===== src/sv/yrr_pkg.sv =====
// Package for the YUV to RGB converter with rotation mapping.
// Holds the payload structs, register codes and conversion constants.
// No dependencies; the front, back and top level of the block import it.
package yrr_pkg;

  localparam int CHAN_W  = 8;
  localparam int COORD_W = 12;
  localparam int DIM_W   = 13;
  localparam int IDX_W   = 24;
  localparam int SUM_W   = 22;
  localparam int DIM_MAX = 2 ** DIM_W - 1;

  // Configuration register indexes.
  localparam logic [1:0] REG_FRAME_WIDTH   = 2'd0;
  localparam logic [1:0] REG_FRAME_HEIGHT  = 2'd1;
  localparam logic [1:0] REG_ROTATION_MODE = 2'd2;

  // Rotation codes.
  localparam logic [1:0] ROT_NONE = 2'd0;
  localparam logic [1:0] ROT_90   = 2'd1;
  localparam logic [1:0] ROT_180  = 2'd2;
  localparam logic [1:0] ROT_270  = 2'd3;

  localparam logic [DIM_W-1:0] FRAME_WIDTH_RST  = 13'd640;
  localparam logic [DIM_W-1:0] FRAME_HEIGHT_RST = 13'd480;

  // BT.601 coefficients scaled by 2^10.
  localparam int LUMA_OFS   = 16;
  localparam int CHROMA_OFS = 128;
  localparam int COEF_Y     = 1192;
  localparam int COEF_RV    = 1634;
  localparam int COEF_GV    = 833;
  localparam int COEF_GU    = 400;
  localparam int COEF_BU    = 2066;
  localparam int CHAN_SHIFT = 10;

  typedef struct packed {
    logic [CHAN_W-1:0] luma_sample;
    logic [CHAN_W-1:0] cb_sample;
    logic [CHAN_W-1:0] cr_sample;
  } pix_in_t;

  typedef struct packed {
    logic [CHAN_W-1:0]  red;
    logic [CHAN_W-1:0]  green;
    logic [CHAN_W-1:0]  blue;
    logic [COORD_W-1:0] dest_col;
    logic [COORD_W-1:0] dest_row;
    logic [IDX_W-1:0]   dest_index;
    logic [DIM_W-1:0]   out_width;
    logic [DIM_W-1:0]   out_height;
    logic               last_pixel;
  } pix_out_t;

  typedef struct packed {
    logic [DIM_W-1:0] frame_width;
    logic [DIM_W-1:0] frame_height;
    logic [1:0]       rotation_mode;
  } cfg_t;

  // Classified pixel passed from the front to the back.
  typedef struct packed {
    logic [CHAN_W-1:0]        luma_off;
    logic signed [CHAN_W-1:0] cb_off;
    logic signed [CHAN_W-1:0] cr_off;
    logic [DIM_W-1:0]         dest_col;
    logic [DIM_W-1:0]         dest_row;
    logic [DIM_W-1:0]         out_width;
    logic [DIM_W-1:0]         out_height;
    logic                     last_pixel;
  } mid_t;

endpackage


===== src/sv/yuv_to_rgb_rotate.sv =====
// YUV to RGB converter with rotation mapping, one pixel per clock unless
// stalled by a full queue. A pixel goes from the front into the middle
// queue, then the product stage register, then the result queue.
// Throughput: one pixel per cycle unless stalled, set by the single product stage.
// Reset (asynchronous, active low) empties both queues, zeroes the position
// counters and loads 640 x 480 with no rotation.
module yuv_to_rgb_rotate import yrr_pkg::*; #(
  parameter int MAX_DIM = 4096
) (
  input  logic             clk_i,
  input  logic             rst_ni,
  input  logic             push,
  output logic             full,
  input  pix_in_t          pix_i,
  output logic             empty,
  input  logic             pop,
  output pix_out_t         pix_o,
  input  logic             cfg_we_i,
  input  logic [1:0]       cfg_idx_i,
  input  logic [DIM_W-1:0] cfg_data_i
);

  cfg_t     cfg_q;
  mid_t     front_item, mid_item;
  logic     mid_empty, mid_pop;
  logic     back_valid, out_full;
  pix_out_t back_pix;

  always_ff @(posedge clk_i or negedge rst_ni) begin
    if (!rst_ni) begin
      cfg_q.frame_width   <= FRAME_WIDTH_RST;
      cfg_q.frame_height  <= FRAME_HEIGHT_RST;
      cfg_q.rotation_mode <= ROT_NONE;
    end else if (cfg_we_i) begin
      case (cfg_idx_i)
        REG_FRAME_WIDTH:   cfg_q.frame_width   <= cfg_data_i;
        REG_FRAME_HEIGHT:  cfg_q.frame_height  <= cfg_data_i;
        REG_ROTATION_MODE: cfg_q.rotation_mode <= cfg_data_i[1:0];
        default: ;
      endcase
    end
  end

  yrr_front #(
    .MAX_DIM(MAX_DIM)
  ) u_front (
    .clk_i  (clk_i),
    .rst_ni (rst_ni),
    .cfg_i  (cfg_q),
    .valid_i(push),
    .ready_i(!full),
    .pix_i  (pix_i),
    .item_o (front_item)
  );

  yrr_fifo #(
    .T    (mid_t),
    .DEPTH(2)
  ) u_mid_fifo (
    .clk_i  (clk_i),
    .rst_ni (rst_ni),
    .push_i (push),
    .data_i (front_item),
    .full_o (full),
    .pop_i  (mid_pop),
    .data_o (mid_item),
    .empty_o(mid_empty)
  );

  yrr_back u_back (
    .clk_i      (clk_i),
    .rst_ni     (rst_ni),
    .in_valid_i (!mid_empty),
    .in_ready_o (mid_pop),
    .item_i     (mid_item),
    .out_valid_o(back_valid),
    .out_ready_i(!out_full),
    .pix_o      (back_pix)
  );

  yrr_fifo #(
    .T    (pix_out_t),
    .DEPTH(2)
  ) u_out_fifo (
    .clk_i  (clk_i),
    .rst_ni (rst_ni),
    .push_i (back_valid),
    .data_i (back_pix),
    .full_o (out_full),
    .pop_i  (pop),
    .data_o (pix_o),
    .empty_o(empty)
  );

`ifndef NO_ASSERTIONS
  a_col_in_frame: assert property (@(posedge clk_i) disable iff (!rst_ni)
    !empty |-> (DIM_W'(pix_o.dest_col) < pix_o.out_width))
    else $error("destination column outside output width");

  a_row_in_frame: assert property (@(posedge clk_i) disable iff (!rst_ni)
    !empty |-> (DIM_W'(pix_o.dest_row) < pix_o.out_height))
    else $error("destination row outside output height");

  // The final source pixel always lands in the first or last output column.
  a_last_col: assert property (@(posedge clk_i) disable iff (!rst_ni)
    (!empty && pix_o.last_pixel) |->
      (pix_o.dest_col == '0 ||
       pix_o.dest_col == COORD_W'(pix_o.out_width - 1'b1)))
    else $error("last pixel not on an edge column");
`endif

endmodule


===== src/sv/yrr_fifo.sv =====
// Small register queue with push/full and pop/empty sides.
// Generic in payload type and depth; no package dependency.
module yrr_fifo #(
  parameter type T     = logic,
  parameter int  DEPTH = 2
) (
  input  logic clk_i,
  input  logic rst_ni,
  input  logic push_i,
  input  T     data_i,
  output logic full_o,
  input  logic pop_i,
  output T     data_o,
  output logic empty_o
);

  localparam int PTR_W = (DEPTH > 1) ? $clog2(DEPTH) : 1;
  localparam int CNT_W = $clog2(DEPTH + 1);

  T                 mem_q [DEPTH];
  logic [PTR_W-1:0] wr_ptr_q, wr_ptr_d;
  logic [PTR_W-1:0] rd_ptr_q, rd_ptr_d;
  logic [CNT_W-1:0] count_q, count_d;
  logic             do_push, do_pop;

  assign full_o  = (count_q == CNT_W'(DEPTH));
  assign empty_o = (count_q == '0);
  assign do_push = push_i && !full_o;
  assign do_pop  = pop_i && !empty_o;
  assign data_o  = mem_q[rd_ptr_q];

  always_comb begin
    wr_ptr_d = wr_ptr_q;
    rd_ptr_d = rd_ptr_q;
    count_d  = count_q;
    if (do_push) begin
      wr_ptr_d = (wr_ptr_q == PTR_W'(DEPTH - 1)) ? '0 : wr_ptr_q + 1'b1;
    end
    if (do_pop) begin
      rd_ptr_d = (rd_ptr_q == PTR_W'(DEPTH - 1)) ? '0 : rd_ptr_q + 1'b1;
    end
    if (do_push && !do_pop) begin
      count_d = count_q + 1'b1;
    end else if (do_pop && !do_push) begin
      count_d = count_q - 1'b1;
    end
  end

  always_ff @(posedge clk_i or negedge rst_ni) begin
    if (!rst_ni) begin
      wr_ptr_q <= '0;
      rd_ptr_q <= '0;
      count_q  <= '0;
    end else begin
      wr_ptr_q <= wr_ptr_d;
      rd_ptr_q <= rd_ptr_d;
      count_q  <= count_d;
    end
  end

  always_ff @(posedge clk_i) begin
    if (do_push) begin
      mem_q[wr_ptr_q] <= data_i;
    end
  end

endmodule


===== src/sv/yrr_front.sv =====
// Front end: source position counters, rotation mapping and sample offsets.
// Depends on yrr_pkg for the config and classified pixel types.
module yrr_front import yrr_pkg::*; #(
  parameter int MAX_DIM = 4096
) (
  input  logic    clk_i,
  input  logic    rst_ni,
  input  cfg_t    cfg_i,
  input  logic    valid_i,
  input  logic    ready_i,
  input  pix_in_t pix_i,
  output mid_t    item_o
);

  localparam int CNT_W = ($clog2(MAX_DIM) > DIM_W) ? DIM_W : $clog2(MAX_DIM);
  localparam logic [DIM_W-1:0] DIM_CAP =
      (MAX_DIM > DIM_MAX) ? DIM_W'(DIM_MAX) : DIM_W'(MAX_DIM);

  logic [CNT_W-1:0] col_q, col_d;
  logic [CNT_W-1:0] row_q, row_d;
  logic [DIM_W-1:0] eff_w, eff_h, col, row;
  logic             col_end, row_end, accept;

  assign accept = valid_i && ready_i;

  always_comb begin
    if (cfg_i.frame_width == '0) begin
      eff_w = DIM_W'(1);
    end else if (cfg_i.frame_width > DIM_CAP) begin
      eff_w = DIM_CAP;
    end else begin
      eff_w = cfg_i.frame_width;
    end
    if (cfg_i.frame_height == '0) begin
      eff_h = DIM_W'(1);
    end else if (cfg_i.frame_height > DIM_CAP) begin
      eff_h = DIM_CAP;
    end else begin
      eff_h = cfg_i.frame_height;
    end
    // A counter left beyond a shrunken frame restarts at zero.
    col = (DIM_W'(col_q) < eff_w) ? DIM_W'(col_q) : '0;
    row = (DIM_W'(row_q) < eff_h) ? DIM_W'(row_q) : '0;
    col_end = (col == eff_w - 1'b1);
    row_end = (row == eff_h - 1'b1);
  end

  always_comb begin
    if (!col_end) begin
      col_d = CNT_W'(col + 1'b1);
      row_d = CNT_W'(row);
    end else if (!row_end) begin
      col_d = '0;
      row_d = CNT_W'(row + 1'b1);
    end else begin
      col_d = '0;
      row_d = '0;
    end
  end

  always_comb begin
    item_o.luma_off = (pix_i.luma_sample > CHAN_W'(LUMA_OFS)) ?
                      CHAN_W'(pix_i.luma_sample - CHAN_W'(LUMA_OFS)) : '0;
    item_o.cb_off   = signed'(CHAN_W'(pix_i.cb_sample - CHAN_W'(CHROMA_OFS)));
    item_o.cr_off   = signed'(CHAN_W'(pix_i.cr_sample - CHAN_W'(CHROMA_OFS)));
    item_o.last_pixel = col_end && row_end;
    case (cfg_i.rotation_mode)
      ROT_90: begin
        item_o.out_width  = eff_h;
        item_o.out_height = eff_w;
        item_o.dest_col   = eff_h - 1'b1 - row;
        item_o.dest_row   = col;
      end
      ROT_180: begin
        item_o.out_width  = eff_w;
        item_o.out_height = eff_h;
        item_o.dest_col   = eff_w - 1'b1 - col;
        item_o.dest_row   = eff_h - 1'b1 - row;
      end
      ROT_270: begin
        item_o.out_width  = eff_h;
        item_o.out_height = eff_w;
        item_o.dest_col   = row;
        item_o.dest_row   = eff_w - 1'b1 - col;
      end
      default: begin
        item_o.out_width  = eff_w;
        item_o.out_height = eff_h;
        item_o.dest_col   = col;
        item_o.dest_row   = row;
      end
    endcase
  end

  always_ff @(posedge clk_i or negedge rst_ni) begin
    if (!rst_ni) begin
      col_q <= '0;
      row_q <= '0;
    end else if (accept) begin
      col_q <= col_d;
      row_q <= row_d;
    end
  end

endmodule


===== src/sv/yrr_back.sv =====
// Back end: color matrix products and index multiply in one register stage,
// then sums, clamping and the index offset. Depends on yrr_pkg.
module yrr_back import yrr_pkg::*; (
  input  logic     clk_i,
  input  logic     rst_ni,
  input  logic     in_valid_i,
  output logic     in_ready_o,
  input  mid_t     item_i,
  output logic     out_valid_o,
  input  logic     out_ready_i,
  output pix_out_t pix_o
);

  logic                    s1_valid_q;
  logic signed [SUM_W-1:0] y2_q, rv_q, gv_q, gu_q, bu_q;
  logic signed [SUM_W-1:0] y2_d, rv_d, gv_d, gu_d, bu_d;
  logic signed [SUM_W-1:0] yy_s, u_s, v_s;
  logic [2*DIM_W-1:0]      idx_prod;
  logic [IDX_W-1:0]        idx_q;
  logic [DIM_W-1:0]        dc_q, dr_q, ow_q, oh_q;
  logic                    last_q;
  logic signed [SUM_W-1:0] r_sum, g_sum, b_sum;

  function automatic logic [CHAN_W-1:0] clamp_chan(input logic signed [SUM_W-1:0] s);
    logic [CHAN_W-1:0] res;
    if (s[SUM_W-1]) begin
      res = '0;
    end else if (|s[SUM_W-2:CHAN_SHIFT+CHAN_W]) begin
      res = '1;
    end else begin
      res = s[CHAN_SHIFT+CHAN_W-1:CHAN_SHIFT];
    end
    return res;
  endfunction

  assign in_ready_o  = !s1_valid_q || out_ready_i;
  assign out_valid_o = s1_valid_q;

  always_comb begin
    yy_s = SUM_W'(item_i.luma_off);
    u_s  = SUM_W'(item_i.cb_off);
    v_s  = SUM_W'(item_i.cr_off);
    y2_d = yy_s * SUM_W'(COEF_Y);
    rv_d = v_s * SUM_W'(COEF_RV);
    gv_d = v_s * SUM_W'(COEF_GV);
    gu_d = u_s * SUM_W'(COEF_GU);
    bu_d = u_s * SUM_W'(COEF_BU);
    idx_prod = item_i.dest_row * item_i.out_width;
  end

  always_ff @(posedge clk_i or negedge rst_ni) begin
    if (!rst_ni) begin
      s1_valid_q <= 1'b0;
    end else if (in_ready_o) begin
      s1_valid_q <= in_valid_i;
    end
  end

  always_ff @(posedge clk_i) begin
    if (in_valid_i && in_ready_o) begin
      y2_q   <= y2_d;
      rv_q   <= rv_d;
      gv_q   <= gv_d;
      gu_q   <= gu_d;
      bu_q   <= bu_d;
      idx_q  <= idx_prod[IDX_W-1:0];
      dc_q   <= item_i.dest_col;
      dr_q   <= item_i.dest_row;
      ow_q   <= item_i.out_width;
      oh_q   <= item_i.out_height;
      last_q <= item_i.last_pixel;
    end
  end

  always_comb begin
    r_sum = y2_q + rv_q;
    g_sum = y2_q - gv_q - gu_q;
    b_sum = y2_q + bu_q;
    pix_o.red        = clamp_chan(r_sum);
    pix_o.green      = clamp_chan(g_sum);
    pix_o.blue       = clamp_chan(b_sum);
    pix_o.dest_col   = dc_q[COORD_W-1:0];
    pix_o.dest_row   = dr_q[COORD_W-1:0];
    pix_o.dest_index = idx_q + IDX_W'(dc_q);
    pix_o.out_width  = ow_q;
    pix_o.out_height = oh_q;
    pix_o.last_pixel = last_q;
  end

endmodule

===== config.mk =====
export PLATFORM = sky130hd
export DESIGN_NAME = yuv_to_rgb_rotate
export DESIGN_NICKNAME = d
export VERILOG_FILES = /design/src/sv/yrr_pkg.sv /design/src/sv/yuv_to_rgb_rotate.sv /design/src/sv/yrr_fifo.sv /design/src/sv/yrr_front.sv /design/src/sv/yrr_back.sv
export SDC_FILE = /design/constraint.sdc
export NUM_CORES = 1
export LEC_CHECK = 0
export BUFFER_PORTS_ARGS = -buffer_cell sky130_fd_sc_hd__buf_2
export CAP_MARGIN = 5
export CORE_UTILIZATION = 40
export DETAILED_ROUTE_END_ITERATION = 7
export SLEW_MARGIN = 20
export SYNTH_ARGS = -nofsm -noshare
export SYNTH_HDL_FRONTEND = slang
export SYNTH_HIERARCHICAL = 1
export SYNTH_SLANG_ARGS = --single-unit

===== constraint.sdc =====
create_clock -name clk_i -period 8.01 [get_ports clk_i]
set_clock_uncertainty 0.2 [all_clocks]
set_input_delay 0.801 -clock clk_i [delete_from_list [all_inputs] [get_ports clk_i]]
set_output_delay 0.801 -clock clk_i [all_outputs]
set_load 0.02 [all_outputs]

==> results of run 1 <==
-- worst min-delay path by stage --
| stage | from | endpoint | slack (ns) | cells after the start |
|---|---|---|---|---|
| floorplan | u_back/oh_q[9] | u_out_fifo/mem_q[0][10] | 0.22 | 0 |
| global placement | u_back/oh_q[10] | u_out_fifo/mem_q[0][11] | 0.22 | 0 |
| detailed placement | u_back/ow_q[12] | u_out_fifo/mem_q[1][26] | 0.23 | 0 |
| CTS | pix_i[14] | u_mid_fifo/mem_q[0][67] | 0.13 | 1 |
| global route | pix_i[14] | u_mid_fifo/mem_q[0][67] | 0.14 | 1 |
| finish | rst_ni | u_front/col_q[3] | 0.17 | 2 |
-- cell usage in the layout (no fill, tap or decap), types with 13 or more instances in the layout --
cell / n
a21o_1: 34
a21oi_1: 123
a31oi_1: 23
and2_1: 111
and3_1: 17
buf_2: 144
buf_4: 17
clkbuf_16: 70
dfrtp_1: 52
edfxtp_1: 508
fa_1: 179
ha_1: 345
inv_1: 382
mux2_2: 89
mux2_4: 119
mux2i_1: 33
nand2_1: 177
nand2b_1: 46
nand3_1: 53
nand4_1: 14
nor2_1: 90
nor2b_1: 22
nor3_1: 37
nor4_1: 13
o21a_1: 28
o21ai_0: 57
o21ai_1: 21
o21bai_1: 15
o31ai_1: 15
or2_2: 14
or3_1: 25
xnor2_1: 101
xor2_1: 44
-- synth_stat cells, drive strengths merged (4+ instances only) --
| master | number |
|---|---|
| xor2 | 44 |
| o211a | 6 |
| mux2i | 34 |
| fa | 179 |
| o21ai | 79 |
| nand2b | 47 |
| inv | 383 |
| nor3 | 38 |
| a31o | 6 |
| nor2b | 22 |
| or3 | 25 |
| clkinv | 4 |
| a31oi | 23 |
| nand2 | 177 |
| a21boi | 7 |
| a211oi | 13 |
| mux2 | 208 |
| or2 | 18 |
| o31a | 8 |
| o21a | 28 |
| or4 | 8 |
| o211ai | 6 |
| o22ai | 10 |
| dfstp | 6 |
| dfrtp | 55 |
| nand3 | 53 |
| o21bai | 15 |
| clkbuf | 53 |
| xnor2 | 101 |
| edfxtp | 508 |
| nor2 | 93 |
| nor3b | 7 |
| o311ai | 7 |
| a21oi | 123 |
| a21o | 35 |
| a211o | 4 |
| and3 | 19 |
| buf | 56 |
| o31ai | 15 |
| nor4 | 16 |
| mux4 | 4 |
| ha | 345 |
| and2 | 114 |
| nand4 | 14 |
-- area by class of cell --
class                   instances  share of cell area
clock inverters                34             0.00782
clock buffers                  86              0.0446
well taps                    1254              0.0377
inverters                     387              0.0349
multi-input cells            2012               0.451
repair buffers                161              0.0204
flip-flops and latches        569               0.404
-- routing by layer --
layer	global-route usage	wire length, um
met5	0	22
met4	0.0539	2120
met1	0.249	39300
met2	0.273	37300
met3	0.0301	3850
-- flip-flops by register name, indices dropped and copies added, names as in the netlist, 13 cells and up --
signal            flops
u_out_fifo/mem_q    198
u_mid_fifo/mem_q    154
cfg_q                28
u_back/idx_q         24
u_back/bu_q          20
u_back/gv_q          19
u_back/y2_q          16
u_back/rv_q          15
u_back/dc_q          13
u_back/oh_q          13
u_back/ow_q          13
-- worst register-to-register path, cell delays in order (launching register included) --
cell and delay (ns):
dfrtp_4 0.72, mux2_2 0.52, and2_1 0.22, fa_1 0.53
inv_1 0.05, fa_1 0.52, inv_1 0.05, fa_1 0.47
fa_1 0.50, inv_1 0.06, fa_1 0.53, inv_1 0.04
ha_1 0.22, or4_1 0.52, o22ai_1 0.34, o211ai_1 0.22
nand2_1 0.14, o2111ai_1 0.13, a21oi_1 0.18, xnor2_1 0.08
-- logic make-up (layout without fill, tap and decap cells) --
kind of cell             count (synthesis)  after routing  share of synthesized area
AO/OA/AOI/OAI                          433            433                     0.0755
XOR/XNOR                               145            145                     0.0337
multiplexers                           246            246                     0.0855
AND/OR/NAND/NOR                        664            664                     0.0922
adder cells (fa/ha/maj)                524            524                      0.210
flip-flops                             569            569                      0.445
buffers and inverters                  496            668                     0.0584
-- per-stage QoR --
| step | std cells | hold WS (ns) | cell area, um2 |
|---|---|---|---|
| 2_1_floorplan | 3077 | 0.221 | 37700 |
| 3_3_place_gp | 4383 | 0.223 | 39400 |
| 3_5_place_dp | 4383 | 0.232 | 39400 |
| 4_1_cts | 4503 | 0.127 | 41600 |
| 5_1_grt | 4503 | 0.145 | 41600 |
| 6_report | 4503 | 0.165 | 41600 |
==> metrics.csv, run 1 <==
stage;metric;value;unit
global_routing;Remaining Overflow, GRT;0;
worst_setup_path;CP Capture Type;flop;
cells_and_area;Inserted Diodes;0;
worst_setup_path;Worst R2R Setup Slack;1.51;ns
yosys;area of the mapped netlist;37700;um2
cts;Post-CTS Setup Bufs;0;
yosys;syn_nets;3645;
worst_setup_path;worst r2r path cells;19;
global_routing;number of global-route vias before repair;22800;
run;# Max-Cap Violations;0;
worst_setup_path;critical path depth in cells;19;
yosys;Syn Area/Cell;12.3;um2
min_path;Hold Crit Class;input pin to asynchronous set/reset pin;
global_routing;initial antenna violation count;6;
cts;Clock Sinks;569;
drt;Antenna Violating Nets Remaining;0;
cts;clk slew on worst S/H paths;0.06;ns
yosys;top cell type's share of synthesized area;0.405;
drt;drt first pass iters;5;
yosys;ys flop type;edfxtp_1;
cts;Worst-Skew Late Latency;0.62;ns
sta;final worst slack;1.51;ns
worst_setup_path;Critical Path Sink;u_back/idx_q[23];
drt;Post-route DRC;0;
worst_setup_path;critical path's top delay family;adder cells;
floorplanning;Core Region;93300;um2
worst_setup_path;Reg-to-Reg End;u_back/idx_q[23];
worst_setup_path;most used cell, CP;fa_1;
sta;Worst Tran Pin Value;1.05;ns
place;dpl hpwl;61100;um
place;final RePlAce weighted congestion;0.895;
place;PortBufs;144;
worst_setup_path;reg2reg start;u_mid_fifo/rd_ptr_q;
worst_setup_path;Worst path slowest cell;dfrtp_4;
yosys;most area-hungry cell type in the Yosys netlist;edfxtp_1;
global_routing;all-layer global routing usage;0.175;
sta;worst rel slew slack;0.302;
yosys;#FFs+latches synth;569;
status;outcome;complete, no violations;
worst_setup_path;CP Max Fanout;28;
sta;Final period util;0.812;
sta;final hold vios;0;
cells_and_area;fin util;0.446;
cells_and_area;area of the multi-input gates;18800;um2
cells_and_area;final layout net count;3766;
floorplanning;Initial Util;0.404;
yosys;Yosys warning count;6;
cts;Clock Path Buffers;3;
sta;fmax;154;MHz
sta;post-layout min period;6.50;ns
yosys;Mapped Cells;3077;
drt;WL final;82500;um
cts;Hold Buf Count CTS;0;
cts;root buffer cell;clkbuf_16;
floorplanning;chip height;309;um
cells_and_area;Area growth syn-to-layout;10.3;%
global_routing;largest net degree at the start of global routing;70;
floorplanning;die width;309;um
worst_setup_path;WP data required;8.14;ns
yosys;Post-synth EDFFs;508;
worst_setup_path;crit path DAT;6.63;ns
cells_and_area;register area;16800;um2
place;pre-CTS setup slack;1.53;ns
worst_setup_path;crit path cell chain;mux2_2, and2_1, fa_1, inv_1, fa_1, inv_1, fa_1, fa_1, inv_1, fa_1, inv_1, ha_1, or4_1, o22ai_1, o211ai_1, nand2_1, o2111ai_1, a21oi_1, xnor2_1;
worst_setup_path;CP max stage delay;0.72;ns
yosys;register area share after synthesis;0.445;
worst_setup_path;Setup crit start kind;flop;
cells_and_area;Fillers;8658;
cts;PostCTS Resize Cnt;0;
drt;vias;22800;
drt;vias per std cell;5.07;
floorplanning;row count;112;
cts;CTS H-Tree Depth;3;
worst_setup_path;Worst setup startpoint;u_mid_fifo/rd_ptr_q;
yosys;synth unique cells;100;
yosys;Async SR Flop Fraction;0.107;
worst_setup_path;Buf/Inv on CP;4;
sta;RSZ-0062 raised after global routing;false;
floorplanning;full die area;95500;um2
floorplanning;IO Pins;145;
worst_setup_path;worst setup path class;flop to flop;
drt;1st-iter DRT viols;1356;
yosys;Synth area leaders;edfxtp_1 (40%), ha_1 (11%), fa_1 (9.5%);
cts;total CTS buffers;67;
cells_and_area;layout cells sized above 1;0.163;
sta;Setup TNS;0;ns
global_routing;global-route wire length before repair;129000;um
sta;Max Slew Vio Count;0;
sta;Final setup viols;0;
drt;WL/cell;18.3;um
cts;CTS tree;yes;
Power of run 1 is not shown: default switching activity piles up to over one toggle a cycle in this logic, so the estimate is an artifact.
==> inputs of run 2 (changes only) <==
==> constraint.sdc (replaced) <==
create_clock -name clk_i -period 6.1 [get_ports clk_i]
set_clock_uncertainty 0.2 [all_clocks]
set_input_delay 0.61 -clock clk_i [delete_from_list [all_inputs] [get_ports clk_i]]
set_output_delay 0.61 -clock clk_i [all_outputs]
set_load 0.02 [all_outputs]
==> metrics.csv, run 2 (synthesized netlist as in run 1, its figures left out) <==
stage;metric;value;unit;change
cts;CTS tree;yes;;
min_path;hold path cells;2;;
sta;Worst Tran Pin Value;1.08;ns;+0.0330 ns
min_path;Hold Path Sink;cfg_q[22];;
drt;1st-iter DRT viols;1418;;+4.6%
sta;Final setup viols;0;;unchanged
worst_setup_path;reg2reg start;u_mid_fifo/rd_ptr_q;;
floorplanning;Initial Util;0.404;;unchanged
cells_and_area;leading cell type in the layout, fill and taps excluded;edfxtp_1;;
worst_setup_path;Worst setup startpoint;u_mid_fifo/rd_ptr_q;;
place;PortBufs;144;;unchanged
sta;post-layout min period;5.95;ns;-0.554 ns
run;# Max-Cap Violations;0;;unchanged
worst_setup_path;most used cell, CP;fa_1;;
cells_and_area;Largest Register;u_out_fifo/mem_q;;
worst_setup_path;Buf/Inv on CP;6;;+2
worst_setup_path;critical path's top delay family;adder cells;;
cells_and_area;layout cells sized above 1;0.192;;+0.0288
cells_and_area;final layout net count;3862;;+2.5%
place;# placed instances;4446;;+1.4%
floorplanning;IO Pins;145;;unchanged
floorplanning;Core Region;93300;um2;unchanged
cells_and_area;fin util;0.458;;+0.0119
cts;total CTS buffers;67;;unchanged
worst_setup_path;worst r2r path cells;21;;+2
worst_setup_path;crit path DAT;6.09;ns;-0.54 ns
cells_and_area;fin cells;4601;;+2.2%
worst_setup_path;Setup crit start kind;flop;;
global_routing;global-route wire length before repair;131000;um;+1.4%
drt;WL final;83800;um;+1.5%
min_path;Hold Crit Class;input pin to flop;;
drt;vias;23300;;+2.0%
cts;CTS H-Tree Depth;3;;unchanged
global_routing;number of global-route vias before repair;23100;;+1.2%
cells_and_area;max FFs per register;198;;unchanged
drt;WL/cell;18.2;um;-0.64%
global_routing;initial antenna violation count;5;;-1
cts;clk slew on worst S/H paths;0.06;ns;about the same
worst_setup_path;CP max stage delay;0.55;ns;-0.17 ns
global_routing;Remaining Overflow, GRT;0;;unchanged
sta;Max Slew Vio Count;0;;unchanged
sta;final worst slack;0.150;ns;-1.36 ns
status;outcome;complete, no violations;;
global_routing;all-layer global routing usage;0.177;;+0.00160
floorplanning;full die area;95500;um2;unchanged
cells_and_area;Area growth syn-to-layout;13.3;%;
place;pre-CTS setup slack;-0.0167;ns;-1.54 ns
cts;Clock Path Buffers;3;;unchanged
cells_and_area;Regs by FF count;u_out_fifo/mem_q: 198 flops, u_mid_fifo/mem_q: 154 flops, cfg_q: 28 flops;;
floorplanning;row count;112;;unchanged
worst_setup_path;WP data required;6.24;ns;-1.90 ns
place;final RePlAce weighted congestion;0.903;;+0.88%
drt;Antenna Violating Nets Remaining;0;;unchanged
worst_setup_path;Worst path slowest cell;dfrtp_4;;
worst_setup_path;Worst R2R Setup Slack;0.15;ns;-1.36 ns
sta;RSZ-0062 raised after global routing;true;;
worst_setup_path;CP Max Fanout;9;;-68%
place;dpl hpwl;62700;um;+2.7%
sta;final hold vios;0;;unchanged
sta;worst rel slew slack;0.280;;-0.0220
sta;fmax;168;MHz;+9.3%
worst_setup_path;CP Capture Type;flop;;
drt;vias per std cell;5.06;;-0.14%
cells_and_area;commonest non-fill, non-tap cells in the layout;edfxtp_1 (508), inv_1 (381), ha_1 (336), nand2_1 (177), fa_1 (176);;
min_path;hold_sp;cfg_data_i[7];;
global_routing;largest net degree at the start of global routing;84;;+20%
drt;drt first pass iters;5;;unchanged
cts;root buffer cell;clkbuf_16;;
worst_setup_path;worst setup path class;flop to flop;;
sta;Final period util;0.975;;+0.163
worst_setup_path;crit path cell chain;buf_4, mux2_4, buf_4, buf_4, nand2_1, fa_1, inv_1, fa_1, fa_1, fa_1, inv_1, fa_1, inv_1, ha_4, a21o_1, nor4_2, o211ai_1, nand2_1, o2111ai_2, a21oi_2, xnor2_1;;
floorplanning;chip height;309;um;unchanged
worst_setup_path;Reg-to-Reg End;u_back/idx_q[23];;
floorplanning;die width;309;um;unchanged
drt;Post-route DRC;0;;unchanged
cts;Clock Sinks;569;;unchanged
cts;Worst-Skew Late Latency;0.62;ns;about the same
-- run 2: changes by cell type in the layout (fill, tap and decap cells not counted), sizes merged --
cell | previous run | this run
diode | 0 | 1
dlygate4sd3 | 0 | 18
bufinv | 4 | 8
clkinv | 25 | 27
mux2 | 208 | 210
clkbuf | 86 | 82
inv | 389 | 386
clkinvlp | 3 | 5
buf | 161 | 237
-- run 2: metrics by stage --
step / hold WS, ns / TNS [ns] / cell area (um2)
3_3_place_gp: 0.223 / 0 / 39900
6_report: 0.0353 / 0 / 42700
3_5_place_dp: 0.232 / -0.0167 / 39900
5_1_grt: 0.0207 / -0.168 / 42700
4_1_cts: 0.000224 / 0 / 42400
2_1_floorplan: 0.114 / 0 / 37700
-- run 2: worst max-delay path by stage --
stage                        to  slack (ns)  cells past startpoint
2_1_floorplan  u_back/idx_q[22]       0.007                     22
3_3_place_gp   u_back/idx_q[20]        0.03                     21
3_5_place_dp   u_back/idx_q[20]       -0.02                     21
4_1_cts        u_back/idx_q[23]       0.001                     20
5_1_grt        u_back/idx_q[23]       -0.05                     19
6_report       u_back/idx_q[23]        0.15                     21
-- run 2: metal layers --
metal	wire (um)	GRT usage
met1	39900	0.251
met2	37900	0.277
met3	4130	0.0275
met4	1940	0.0550
met5	13	0
-- run 2: timing repair --
action | in CTS | in global routing
gates resized for setup | 7 | 44
gates cloned | 0 | 2
hold buffers | 18 | 0
setup endpoints to repair | 5 | 16
setup buffers | 5 | 8
hold endpoints to repair | 63 | 0
pin swaps | 4 | 26
-- run 2: cell type report --
cell class                 count  area (um2)
antenna                        1        2.50
clock buffer                  82        1770
clock inverter                39         458
fill                        8547       50600
inverter                     387        1450
multi-input combinational   2014       19000
sequential                   569       16800
tap                         1254        1570
timing repair buffer         255        1640
Power of run 2 is left out for the same reason.
==> inputs of run 3 (changes only) <==
--- a/config.mk
+++ b/config.mk
@@ -7,6 +7,7 @@
 export LEC_CHECK = 0
 export BUFFER_PORTS_ARGS = -buffer_cell sky130_fd_sc_hd__buf_2
 export CAP_MARGIN = 5
+export CORE_ASPECT_RATIO = 1.1
 export CORE_UTILIZATION = 40
 export DETAILED_ROUTE_END_ITERATION = 7
 export SLEW_MARGIN = 20
==> metrics.csv, run 3 (synthesized netlist as in run 1, its figures left out) <==
stage;metric;value;unit;change
drt;vias;23200;;-0.64%
cells_and_area;leading cell type in the layout, fill and taps excluded;edfxtp_1;;
sta;Final setup viols;0;;unchanged
global_routing;global-route wire length before repair;130000;um;-0.43%
cells_and_area;Area growth syn-to-layout;13.2;%;about the same
global_routing;M3 GR Usage;0.0245;;-0.00294
cts;Clock Sinks;569;;unchanged
place;final RePlAce weighted congestion;0.879;;-2.7%
floorplanning;full die area;95500;um2;about the same
cells_and_area;commonest non-fill, non-tap cells in the layout;edfxtp_1 (508), inv_1 (382), ha_1 (340), fa_1 (179), nand2_1 (177);;
global_routing;all-layer global routing usage;0.178;;+0.000505
floorplanning;Initial Util;0.406;;+0.00162
drt;vias per std cell;5.04;;-0.38%
place;dpl hpwl;62400;um;-0.54%
drt;Post-route DRC;0;;unchanged
global_routing;Remaining Overflow, GRT;0;;unchanged
worst_setup_path;Setup crit start kind;flop;;
global_routing;number of global-route vias before repair;23300;;+1.1%
sta;RSZ-0062 raised after global routing;true;;
floorplanning;chip height;324;um;+4.8%
worst_setup_path;CP Capture Type;flop;;
cts;CTS H-Tree Depth;3;;unchanged
worst_setup_path;crit path DAT;6.10;ns;about the same
floorplanning;IO Pins;145;;unchanged
cells_and_area;Largest Register;u_out_fifo/mem_q;;
sta;Worst Tran Pin Value;1.02;ns;-0.0619 ns
global_routing;GR Util met1;0.237;;-0.0142
global_routing;grt met2 use;0.294;;+0.0165
cts;total CTS buffers;68;;+1.5%
sta;final hold vios;0;;unchanged
place;PortBufs;144;;unchanged
cells_and_area;Regs by FF count;u_out_fifo/mem_q: 198 flops, u_mid_fifo/mem_q: 154 flops, cfg_q: 28 flops;;
min_path;Hold Crit Class;input pin to flop;;
floorplanning;die width;295;um;-4.6%
drt;WL final;83600;um;-0.26%
sta;Final period util;0.980;;+0.00442
global_routing;GRT busiest layer;met2;;
cts;CTS tree;yes;;
cts;Worst-Skew Late Latency;0.61;ns;about the same
run;# Max-Cap Violations;0;;unchanged
drt;drt first pass iters;6;;+1
worst_setup_path;WP data required;6.23;ns;about the same
worst_setup_path;worst setup path class;flop to flop;;
global_routing;initial antenna violation count;2;;-3
sta;Min Hold Slack;0.0540;ns;+0.0186 ns
sta;worst rel slew slack;0.321;;+0.0413
cts;root buffer cell;clkbuf_16;;
drt;Antenna Violating Nets Remaining;0;;unchanged
cells_and_area;final layout net count;3851;;-0.28%
worst_setup_path;CP Max Fanout;7;;-2
floorplanning;row count;117;;+4.5%
sta;post-layout min period;5.98;ns;+0.0270 ns
sta;Setup TNS;0;ns;unchanged
global_routing;largest net degree at the start of global routing;145;;+73%
drt;1st-iter DRT viols;1188;;-16%
floorplanning;Core Region;93000;um2;-0.40%
sta;fmax;167;MHz;-0.45%
sta;Max Slew Vio Count;0;;unchanged
cts;clk slew on worst S/H paths;0.05;ns;about the same
cts;Clock Path Buffers;3;;unchanged
drt;WL/cell;18.2;um;about the same
cells_and_area;layout cells sized above 1;0.186;;-0.00553
status;outcome;complete, no violations;;
cells_and_area;max FFs per register;198;;unchanged
run 3: critical path, cell delays in order (launching register included):
cell and delay (ns):
dfrtp_4 0.53, buf_8 0.16, mux2_4 0.32, buf_4 0.16
buf_4 0.15, nand2_1 0.09, fa_1 0.43, fa_1 0.50
fa_1 0.50, inv_1 0.05, fa_1 0.52, inv_1 0.05
fa_1 0.53, inv_1 0.04, ha_1 0.29, or2_2 0.28
a21oi_1 0.19, a21oi_2 0.09, a211oi_2 0.30, o311ai_2 0.15
xor2_1 0.15
run 3: layer usage:
metal | part of all wire | routed length, um | vias up
li1 | - | - | 11300
met1 | 0.46 | 38500 | 11400
met2 | 0.47 | 39400 | 387
met3 | 0.036 | 2980 | 135
met4 | 0.031 | 2630 | 4
met5 | 0.00028 | 23 | -
run 3: final timing paths:
path / start / endpoint / slack, ns / depth (start not counted)
worst min-delay path: cfg_data_i[6] / cfg_q[8] / 0.05 / 2
worst max register to register: u_mid_fifo/rd_ptr_q / u_back/idx_q[22] / 0.12 / 20
worst max-delay path: u_mid_fifo/rd_ptr_q / u_back/idx_q[22] / 0.12 / 20
min in group asynchronous: rst_ni / u_front/col_q[5] / 0.53 / 3
max in group asynchronous: rst_ni / u_out_fifo/rd_ptr_q / 4.47 / 3
worst min register to register: u_back/ow_q[0] / u_out_fifo/mem_q[0][14] / 0.24 / 0
run 3: repair_timing:
item | in CTS | in global routing
pin swaps | 2 | 17
gates cloned | 0 | 2
hold buffers | 18 | 0
setup buffers | 4 | 6
gates resized for setup | 4 | 25
setup endpoints to repair | 5 | 12
hold endpoints to repair | 52 | 0
run 3: layout make-up:
type,count,area (um2)
diodes,2,5.00
clock buffers,82,1850
clock inverters,43,489
fillers,8424,50300
inverters,387,1450
multi-input cells,2014,18900
flip-flops and latches,569,16800
well taps,1249,1560
repair buffers,243,1610
run 3: stage by stage:
step / util / cell area (um2) / setup slack (ns) / cells
after floorplan: - / 37700 / 0.00718 / 3077
after global placement: 0.429 / 39900 / -0.0518 / 4431
after detailed placement: 0.429 / 39900 / -0.129 / 4431
after CTS: 0.456 / 42400 / 0.00939 / 4578
after global routing: 0.459 / 42700 / -0.102 / 4587
final: 0.459 / 42700 / 0.123 / 4589
Power of run 3 is left out for the same reason.
